## src/hw/rtl/jhtd_pkg.sv

```systemverilog
// Shared types and constants for the JPEG Huffman table decoder.
`timescale 1ns / 1ps
package jhtd_pkg;

  localparam int MAX_LEN    = 16;
  localparam int LEN_IDX_W  = 4;
  localparam int CODE_W     = 17;
  localparam int POS_W      = 9;
  localparam int SUM_W      = 12;
  localparam int SYM_DEPTH  = 256;

  localparam logic KIND_TABLE = 1'b0;
  localparam logic KIND_BIT   = 1'b1;

  typedef enum logic [1:0] {
    ST_SYMBOL   = 2'd0,
    ST_LOADED   = 2'd1,
    ST_REJECTED = 2'd2,
    ST_INVALID  = 2'd3
  } status_t;

  typedef enum logic [4:0] {
    S_IDLE  = 5'b00001,
    S_BUILD = 5'b00010,
    S_DEC_A = 5'b00100,
    S_DEC_B = 5'b01000,
    S_EMIT  = 5'b10000
  } state_t;

  // Controller to datapath
  typedef struct packed {
    logic take;
    logic build;
    logic dec_a;
    logic dec_b;
    logic emit;
  } cmd_t;

  // Datapath to controller
  typedef struct packed {
    logic go_build;
    logic go_emit;
    logic go_decode;
    logic build_last;
    logic dec_hit;
    logic dec_miss;
    logic out_free;
  } sts_t;

endpackage

```

## src/hw/rtl/jhtd_ctrl.sv

```systemverilog
// Sequencing state machine for table load, code build and bit decode.
`timescale 1ns / 1ps
module jhtd_ctrl
  import jhtd_pkg::*;
(
  input  logic clk,
  input  logic rst_n,
  input  logic in_valid,
  output logic in_ready,
  input  sts_t sts,
  output cmd_t cmd
);

  state_t state_r, state_nxt;

  always_ff @(posedge clk) begin
    if (!rst_n) begin
      state_r <= S_IDLE;
    end else begin
      state_r <= state_nxt;
    end
  end

  always_comb begin
    cmd       = '0;
    in_ready  = 1'b0;
    state_nxt = state_r;
    unique case (state_r)
      S_IDLE: begin
        in_ready = 1'b1;
        if (in_valid) begin
          cmd.take = 1'b1;
          priority if (sts.go_build) state_nxt = S_BUILD;
          else if (sts.go_emit)      state_nxt = S_EMIT;
          else if (sts.go_decode)    state_nxt = S_DEC_A;
          else                       state_nxt = S_IDLE;
        end
      end
      S_BUILD: begin
        cmd.build = 1'b1;
        if (sts.build_last) state_nxt = S_EMIT;
      end
      S_DEC_A: begin
        cmd.dec_a = 1'b1;
        state_nxt = S_DEC_B;
      end
      S_DEC_B: begin
        cmd.dec_b = 1'b1;
        state_nxt = (sts.dec_hit || sts.dec_miss) ? S_EMIT : S_IDLE;
      end
      S_EMIT: begin
        // hold the result until the output register frees up
        if (sts.out_free) begin
          cmd.emit  = 1'b1;
          state_nxt = S_IDLE;
        end
      end
      default: state_nxt = S_IDLE;
    endcase
  end

endmodule

```

## src/hw/rtl/jhtd_datapath.sv

```systemverilog
// Table storage, canonical code builder, bit decoder and output register.
`timescale 1ns / 1ps
module jhtd_datapath
  import jhtd_pkg::*;
(
  input  logic          clk,
  input  logic          rst_n,
  input  cmd_t          cmd,
  output sts_t          sts,
  input  logic          kind,
  input  logic [7:0]    table_byte,
  input  logic          code_bit,
  input  logic          out_ready,
  output logic          out_valid,
  output status_t       out_status,
  output logic [7:0]    out_symbol,
  output logic [8:0]    out_bytes
);

  // load bookkeeping
  logic [POS_W-1:0]     pos_r;
  logic [SUM_W-1:0]     sum_r;
  logic                 table_valid_r;
  logic [15:0]          prefix_r;
  logic [LEN_IDX_W-1:0] plen_r;
  logic                 bit_r;

  // per-length tables
  logic [7:0]           lc_r   [MAX_LEN];
  logic [CODE_W-1:0]    maxc_r [MAX_LEN];
  logic [7:0]           fi_r   [MAX_LEN];

  // builder
  logic [LEN_IDX_W-1:0] len_idx_r;
  logic [CODE_W-1:0]    code_r;
  logic [7:0]           idx_r;
  logic [CODE_W-1:0]    endv_r;

  // decode stage registers
  logic [15:0]          p_r;
  logic [15:0]          pshift_r;
  logic [CODE_W-1:0]    start_r;
  logic [CODE_W-1:0]    maxcq_r;
  logic                 fitnz_r;
  logic [7:0]           fiq_r;
  logic                 k16_r;

  // symbol memory
  logic [7:0]           sym_mem [SYM_DEPTH];
  logic [7:0]           rd_r;

  // pending result and output register
  status_t              res_status_r;
  logic [8:0]           res_bytes_r;
  logic                 out_valid_r;
  status_t              out_status_r;
  logic [7:0]           out_symbol_r;
  logic [8:0]           out_bytes_r;

  // load decode
  logic                 is_table, is_bit, first_byte, in_counts, last_count;
  logic [SUM_W-1:0]     sum_base, sum_add;
  logic                 sum_over, sum_zero;
  logic [7:0]           sym_at;
  logic                 sym_last;
  logic                 build_start;

  assign is_table   = (kind == KIND_TABLE);
  assign is_bit     = (kind == KIND_BIT);
  assign first_byte = (pos_r == '0);
  assign in_counts  = (pos_r < POS_W'(MAX_LEN));
  assign last_count = (pos_r == POS_W'(MAX_LEN - 1));
  assign sum_base   = first_byte ? '0 : sum_r;
  assign sum_add    = sum_base + SUM_W'(table_byte);
  assign sum_over   = (sum_add[SUM_W-1:8] != '0);
  assign sum_zero   = (sum_add == '0);
  assign sym_at     = 8'(pos_r - POS_W'(MAX_LEN));
  assign sym_last   = ({1'b0, sym_at} + 9'd1) >= sum_r[8:0];
  assign build_start = is_table &&
                       ((in_counts && last_count && sum_zero) || (!in_counts && sym_last));

  // shared table read port
  logic [LEN_IDX_W-1:0] rd_idx;
  logic [7:0]           rd_lc, rd_fi;
  logic [CODE_W-1:0]    rd_maxc;

  assign rd_idx  = cmd.build ? len_idx_r : plen_r;
  assign rd_lc   = lc_r[rd_idx];
  assign rd_fi   = fi_r[rd_idx];
  assign rd_maxc = maxc_r[rd_idx];

  // one code length per build cycle
  logic [4:0]           bl_len;
  logic [CODE_W-1:0]    bl_cap, bl_rem, bl_sum;
  logic [7:0]           bl_fit;

  assign bl_len = {1'b0, len_idx_r} + 5'd1;
  assign bl_cap = CODE_W'(1) << bl_len;
  assign bl_rem = bl_cap - code_r;
  always_comb begin
    if (code_r < bl_cap) begin
      bl_fit = (CODE_W'(rd_lc) < bl_rem) ? rd_lc : bl_rem[7:0];
    end else begin
      bl_fit = '0;
    end
  end
  assign bl_sum = code_r + CODE_W'(bl_fit);

  // decode compare
  logic [15:0]          p_nxt;
  logic [CODE_W-1:0]    p_ext, diff;
  logic                 dec_hit, dec_miss;
  logic [7:0]           dec_at;

  assign p_nxt    = {prefix_r[14:0], bit_r};
  assign p_ext    = CODE_W'(p_r);
  assign dec_hit  = fitnz_r && (p_ext >= start_r) && (p_ext < maxcq_r);
  assign dec_miss = !dec_hit && (k16_r || (CODE_W'(pshift_r) >= endv_r));
  assign diff     = p_ext - start_r;
  assign dec_at   = fiq_r + diff[7:0];

  assign sts.go_build   = build_start;
  assign sts.go_emit    = (is_table && in_counts && last_count && sum_over) ||
                          (is_bit && !table_valid_r);
  assign sts.go_decode  = is_bit && table_valid_r;
  assign sts.build_last = (len_idx_r == LEN_IDX_W'(MAX_LEN - 1));
  assign sts.dec_hit    = dec_hit;
  assign sts.dec_miss   = dec_miss;
  assign sts.out_free   = !out_valid_r || out_ready;

  // control state
  always_ff @(posedge clk) begin
    if (!rst_n) begin
      pos_r         <= '0;
      sum_r         <= '0;
      table_valid_r <= 1'b0;
      prefix_r      <= '0;
      plen_r        <= '0;
      len_idx_r     <= '0;
      out_valid_r   <= 1'b0;
    end else begin
      if (cmd.take && is_table) begin
        if (first_byte) begin
          table_valid_r <= 1'b0;
          prefix_r      <= '0;
          plen_r        <= '0;
        end
        if (in_counts) begin
          if (last_count && (sum_over || sum_zero)) begin
            pos_r <= '0;
            sum_r <= sum_over ? '0 : sum_add;
          end else begin
            sum_r <= sum_add;
            pos_r <= pos_r + 1'b1;
          end
        end else begin
          pos_r <= sym_last ? '0 : pos_r + 1'b1;
        end
      end
      if (cmd.take && is_bit && !table_valid_r) begin
        prefix_r <= '0;
        plen_r   <= '0;
      end
      if (build_start && cmd.take) begin
        len_idx_r <= '0;
      end
      if (cmd.build) begin
        len_idx_r <= len_idx_r + 1'b1;
        if (sts.build_last) table_valid_r <= 1'b1;
      end
      if (cmd.dec_b) begin
        if (dec_hit || dec_miss) begin
          prefix_r <= '0;
          plen_r   <= '0;
        end else begin
          prefix_r <= p_r;
          plen_r   <= plen_r + 1'b1;
        end
      end
      if (cmd.emit) begin
        out_valid_r <= 1'b1;
      end else if (out_ready) begin
        out_valid_r <= 1'b0;
      end
    end
  end

  // table and builder payload
  always_ff @(posedge clk) begin
    if (cmd.take && is_table && in_counts) begin
      lc_r[pos_r[LEN_IDX_W-1:0]] <= table_byte;
    end else if (cmd.build) begin
      lc_r[len_idx_r]   <= bl_fit;
      maxc_r[len_idx_r] <= bl_sum;
      fi_r[len_idx_r]   <= idx_r;
    end
    if (cmd.take && build_start) begin
      code_r <= '0;
      idx_r  <= '0;
      endv_r <= '0;
    end else if (cmd.build) begin
      idx_r  <= idx_r + rd_lc;
      code_r <= sts.build_last ? bl_sum : (bl_sum << 1);
      // end of the assigned code space, left aligned to the longest length
      if (bl_fit != '0) endv_r <= bl_sum << (4'd15 - len_idx_r);
    end
  end

  // decode stage payload
  always_ff @(posedge clk) begin
    if (cmd.take && is_bit) bit_r <= code_bit;
    if (cmd.dec_a) begin
      p_r      <= p_nxt;
      pshift_r <= p_nxt << (4'd15 - plen_r);
      start_r  <= rd_maxc - CODE_W'(rd_lc);
      maxcq_r  <= rd_maxc;
      fitnz_r  <= (rd_lc != '0);
      fiq_r    <= rd_fi;
      k16_r    <= (plen_r == LEN_IDX_W'(MAX_LEN - 1));
    end
  end

  always_ff @(posedge clk) begin
    if (cmd.take && is_table && !in_counts) sym_mem[sym_at] <= table_byte;
    if (cmd.dec_b) rd_r <= sym_mem[dec_at];
  end

  // pending result
  always_ff @(posedge clk) begin
    if (cmd.take && is_table && in_counts && last_count) begin
      res_status_r <= sum_over ? ST_REJECTED : ST_LOADED;
      res_bytes_r  <= 9'(MAX_LEN);
    end else if (cmd.take && is_table && !in_counts) begin
      res_status_r <= ST_LOADED;
      res_bytes_r  <= 9'(MAX_LEN) + sum_r[8:0];
    end else if (cmd.take && is_bit) begin
      res_status_r <= ST_INVALID;
      res_bytes_r  <= '0;
    end else if (cmd.dec_b) begin
      res_status_r <= dec_hit ? ST_SYMBOL : ST_INVALID;
      res_bytes_r  <= '0;
    end
  end

  always_ff @(posedge clk) begin
    if (cmd.emit) begin
      out_status_r <= res_status_r;
      out_symbol_r <= (res_status_r == ST_SYMBOL) ? rd_r : '0;
      out_bytes_r  <= res_bytes_r;
    end
  end

  assign out_valid  = out_valid_r;
  assign out_status = out_status_r;
  assign out_symbol = out_symbol_r;
  assign out_bytes  = out_bytes_r;

endmodule

```

## src/hw/rtl/jpeg_huffman_table_decoder_unit.sv

```systemverilog
// Top level of the JPEG canonical Huffman table loader and bit-serial decoder.
`timescale 1ns / 1ps
// Loads a JPEG Huffman table (16 length counts, then the symbols) and decodes
// coded bits MSB first, one bit per input transaction; one item is handled at
// a time. A count byte or a non-final symbol byte posts no result. The byte
// that completes a table starts the canonical code build, which walks the 16
// code lengths one per cycle before the result is posted. A table with more
// than 255 codes, or a coded bit with no valid table, goes straight to the
// emit step. A coded bit with a valid table goes through the per-length table
// lookup, the compare stage and the registered symbol memory read, and posts
// a result once it ends a code or misses. A waiting result does not block the
// next transaction until that transaction has a result of its own to post.
module jpeg_huffman_table_decoder_unit
  import jhtd_pkg::*;
(
  input  logic        clk,
  input  logic        rst_n,
  input  logic        in_tvalid,
  output logic        in_tready,
  input  logic [15:0] in_tdata,   // [7:0] table_byte, [8] code_bit
  input  logic        in_tuser,   // [0] kind
  output logic        out_tvalid,
  input  logic        out_tready,
  output logic [23:0] out_tdata,  // [7:0] symbol, [16:8] bytes_read
  output logic [1:0]  out_tuser   // [1:0] status
);

  cmd_t       cmd;
  sts_t       sts;
  status_t    out_status;
  logic [7:0] out_symbol;
  logic [8:0] out_bytes;

  jhtd_ctrl u_ctrl (
    .clk      (clk),
    .rst_n    (rst_n),
    .in_valid (in_tvalid),
    .in_ready (in_tready),
    .sts      (sts),
    .cmd      (cmd)
  );

  jhtd_datapath u_datapath (
    .clk        (clk),
    .rst_n      (rst_n),
    .cmd        (cmd),
    .sts        (sts),
    .kind       (in_tuser),
    .table_byte (in_tdata[7:0]),
    .code_bit   (in_tdata[8]),
    .out_ready  (out_tready),
    .out_valid  (out_tvalid),
    .out_status (out_status),
    .out_symbol (out_symbol),
    .out_bytes  (out_bytes)
  );

  assign out_tuser = out_status;
  assign out_tdata = {7'b0, out_bytes, out_symbol};

  // decode results never report a byte count
  a_dec_no_bytes: assert property (@(posedge clk) disable iff (!rst_n)
    out_tvalid && (out_tuser == ST_SYMBOL || out_tuser == ST_INVALID)
      |-> out_tdata[16:8] == 9'd0)
    else $error("decode result carries a byte count");

  // a rejected table always reports the 16 count bytes and no symbol
  a_reject_fmt: assert property (@(posedge clk) disable iff (!rst_n)
    out_tvalid && out_tuser == ST_REJECTED
      |-> out_tdata[16:8] == 9'd16 && out_tdata[7:0] == 8'd0)
    else $error("rejected table result malformed");

  // a new result is posted only from the emit step, where input is held off
  a_post_from_emit: assert property (@(posedge clk) disable iff (!rst_n)
    $rose(out_tvalid) |-> $past(!in_tready))
    else $error("result posted while input was open");

endmodule

```

## config.mk

```make
export PLATFORM = sky130hd
export DESIGN_NAME = jpeg_huffman_table_decoder_unit
export DESIGN_NICKNAME = d
export VERILOG_FILES = /design/src/hw/rtl/jhtd_pkg.sv /design/src/hw/rtl/jhtd_ctrl.sv /design/src/hw/rtl/jhtd_datapath.sv /design/src/hw/rtl/jpeg_huffman_table_decoder_unit.sv
export SDC_FILE = /design/constraint.sdc
export NUM_CORES = 2
export LEC_CHECK = 0
export BUFFER_PORTS_ARGS = -buffer_cell sky130_fd_sc_hd__buf_2
export CAP_MARGIN = 20
export CORE_ASPECT_RATIO = 0.9
export CORE_MARGIN = 10
export CORE_UTILIZATION = 55
export CTS_BUF_LIST = sky130_fd_sc_hd__clkbuf_4 sky130_fd_sc_hd__clkbuf_8 sky130_fd_sc_hd__clkbuf_16
export DETAILED_ROUTE_END_ITERATION = 8
export PLACE_DENSITY = 0.71
export SLEW_MARGIN = 30
export SYNTH_ARGS = -nofsm -noshare
export SYNTH_HDL_FRONTEND = slang
export SYNTH_SLANG_ARGS = --single-unit
```

## constraint.sdc

```tcl
create_clock -name clk -period 10.05 [get_ports clk]
set_clock_uncertainty 0.15 [all_clocks]
set_input_delay 2.5125 -clock clk [delete_from_list [all_inputs] [get_ports clk]]
set_output_delay 2.5125 -clock clk [all_outputs]
set_load 0.05 [all_outputs]
```

==> impl_metrics.tcl <==
set metrics [dict create \
    layout-drive-gt1-share_pct 19.9 \
    ys_types 87 \
    syn_inst 6600 \
    cts_buffers 290 \
    yosysSeqAreaShare_pct 72.0 \
    cts_sinks 2784 \
    critical-path-top-delay-family "compound AO/OA/AOI/OAI gates" \
    grtUsageMet2_pct 37.3 \
    core_region_area_mm2 0.207 \
    muxShareOfSynthArea_pct 13.8 \
    cts_hold_buf 0 \
    insertion_delay_ps 920 \
    area_growth_pct 11.2 \
    wl_per_cell_um 29.2 \
    yosys.area_share.simple_pct 6.35 \
    synth_top_area_cell "edfxtp_1" \
    fmax_ghz 0.108 \
    synthFlopType "edfxtp_1" \
    nets 6839 \
    globalplace.congestion 0.896 \
    vias 62049 \
    remaining_drc_errors 0 \
    synthTopCellsByCount "2682 x edfxtp_1, 695 x nand2_1, 674 x mux4_2, 441 x nor2_1, 273 x clkbuf_1" \
    tritoncts "built" \
    grt_use_total_pct 24.4 \
    die-height_um 453 \
    critPathKind "flop to flop" \
    row_count 158 \
    die_area_mm2 0.227 \
    synth_compound_area_share_pct 3.72 \
    p_leak_nw 42.1 \
    grt_max_degree 160 \
    drt_pass1_iterations 6 \
    cp.arrival_ps 9910 \
    num_io_pins 49 \
    start_util_pct 55.5 \
    p_int_mw 18.9 \
    drtIter0Drc 8303 \
    post-route-period-util_pct 92.2 \
    finalSetupViolCount 0 \
    worst-path-max-fanout 40 \
    fin_util_pct 61.7 \
    hp-class "flop to flop" \
    whs_ps 273 \
    htree_num_levels 5 \
    cpPeakStageDelay_ps 890 \
    hpwlAfterDp_um 164000 \
    p_per_area_mw_per_mm2 184 \
    ys_warn_count 0 \
    dieWidth_um 501 \
    cts-resized-gates 0 \
    via_per_inst 6.46 \
    rsz0062_at_grt "false" \
    drtAntennaViolNets 0 \
    clockBufferDepth 4 \
    grt_pass1_vias 60888 \
    cp_slowest_cell "or4b_1" \
    grt-ovfl-total 0 \
    port_buffers 34 \
    finalHoldViolations 0 \
    syn_area_mm2 0.115 \
    comb_power_share_pct 1.2 \
    relSlewSlack_pct 31.0 \
    min_period_ps 9270 \
    ys_top_cells_by_area "edfxtp_1 70%, mux4_2 13%, nand2_1 2.3%" \
    synth_top_family_by_area "multiplexers" \
    finalSetupTns_ps 0 \
    netSwitchingFraction_pct 19.4 \
    cp_common_cell "o21ai_0" \
    drv_cap 0 \
    synth_fa_ha_area_share_pct 1.67 \
    grt_pass1_wl_um 412000 \
    route.final.wire_length_um 280000 \
    synth-seq-cells 2784 \
    synth-edff-count 2682 \
    yosysMostFrequentCell "edfxtp_1" \
    p_seq_share_pct 54.0 \
    worstMarginPinSlew_ps 1030 \
    use_met1_pct 35.8 \
    root_buffer "clkbuf_16" \
    synth-xor-area-share_pct 0.587 \
    p_switching_mw 4.57 \
    cp-end-kind "flop" \
    outcome "complete, no violations" \
    avgSynthCellArea_um2 17.4 \
    clockPowerShare_pct 44.7 \
    async_flop_share_pct 0 \
    n_fill_cell 14285 \
    critical_path_required_ps 10690 \
    critical_path.startpoint_type "flop" \
    maxSlewViolCount 0 \
    worst-path-buf-inv 3 \
    busiest_layer "met2" \
    clkTransAtPathRegs_ps 60 \
    antenna_found_initial 14 \
    globalRouteMet3Util_pct 4.80 \
    post-cts-setup-buffer-count 0 \
    ir_drop_uv 250 \
    netlist.area_leader.share_pct 70.2 \
]
[cells by family (layout without fill, tap and decap cells)]
kind of cell,after synthesis,in the layout
adders and majority gates,146,146
AOI/OAI and AO/OA,641,641
and+or+nand+nor,1665,1665
muxes,741,741
xor gates and xnor gates,76,76
other,1,11
DFF,2784,2784
buffers and inverters,546,815
[layout by cell type, fill, tap and decap left out, types with 49 or more instances in the layout]
master / instances
ha_1: 134
nand2_1: 690
mux2i_1: 51
edfxtp_1: 2682
inv_1: 160
buf_4: 97
xnor2_1: 56
nand3_1: 255
a311oi_1: 49
dfxtp_1: 102
o21ai_0: 111
clkbuf_16: 297
mux4_2: 674
clkinv_1: 60
a21oi_1: 160
nor2_1: 431
[metrics by stage]
step                instances  setup WS (ps)  instance area [um2]  total power [mW]
floorplan                6606           2050               115000              13.0
global placement         9092           1190               118000              13.2
detailed placement       9094            997               118000              13.2
CTS                      9589           1070               127000              23.6
global route             9597            189               128000              24.0
finish                   9599            783               128000              23.5
[per-layer routing]
layer  vias up  routed length, um  part of all wire, %
met4         6               9130                  3.3
li1      26187                  -                    -
met1     32063             113000                   40
met2      3289             130000                   46
met5         -                 40                0.014
met3       504              27800                  9.9
[layout make-up]
class | instances | area (um2) | share of cell area, %
repair buffers | 156 | 1450 | 1.14
clock inverters | 149 | 1370 | 1.07
inverters | 164 | 617 | 0.484
well taps | 2720 | 3400 | 2.67
diodes | 4 | 10.0 | 0.00785
multi-input cells | 3276 | 30300 | 23.8
flip-flops and latches | 2784 | 82600 | 64.7
clock buffers | 346 | 7830 | 6.14
[sequential cells by signal (all words and copies together), names as in the netlist, 15 cells and up]
signal and flops:
u_datapath.sym_mem 2048, u_datapath.maxc_r 272, u_datapath.p_r 16, u_datapath.code_r 17
u_datapath.endv_r 17, u_datapath.lc_r 128, u_datapath.start_r 17, u_datapath.prefix_r 15
u_datapath.pshift_r 16, u_datapath.fi_r 128, u_datapath.maxcq_r 17
[power by group through the flow]
stage / clock network, mW / registers (mW) / logic (mW)
floorplan: 0 / 12.9 / 0.0830
global placement: 0 / 12.9 / 0.275
detailed placement: 0 / 12.9 / 0.290
CTS: 10.6 / 12.7 / 0.291
global route: 11.0 / 12.7 / 0.314
finish: 10.5 / 12.7 / 0.293
[worst paths after layout]
path / slack, ps / startpoint / depth (start not counted) / to
max: 780 / u_ctrl.state_r[2] / 30 / u_datapath.endv_r[16]
min: 270 / u_datapath.res_bytes_r[2] / 0 / u_datapath.out_bytes[2]
max reg2reg: 780 / u_ctrl.state_r[2] / 30 / u_datapath.endv_r[16]
min reg2reg: 270 / u_datapath.res_bytes_r[2] / 0 / u_datapath.out_bytes[2]
(Power assumes the default switching activity.)
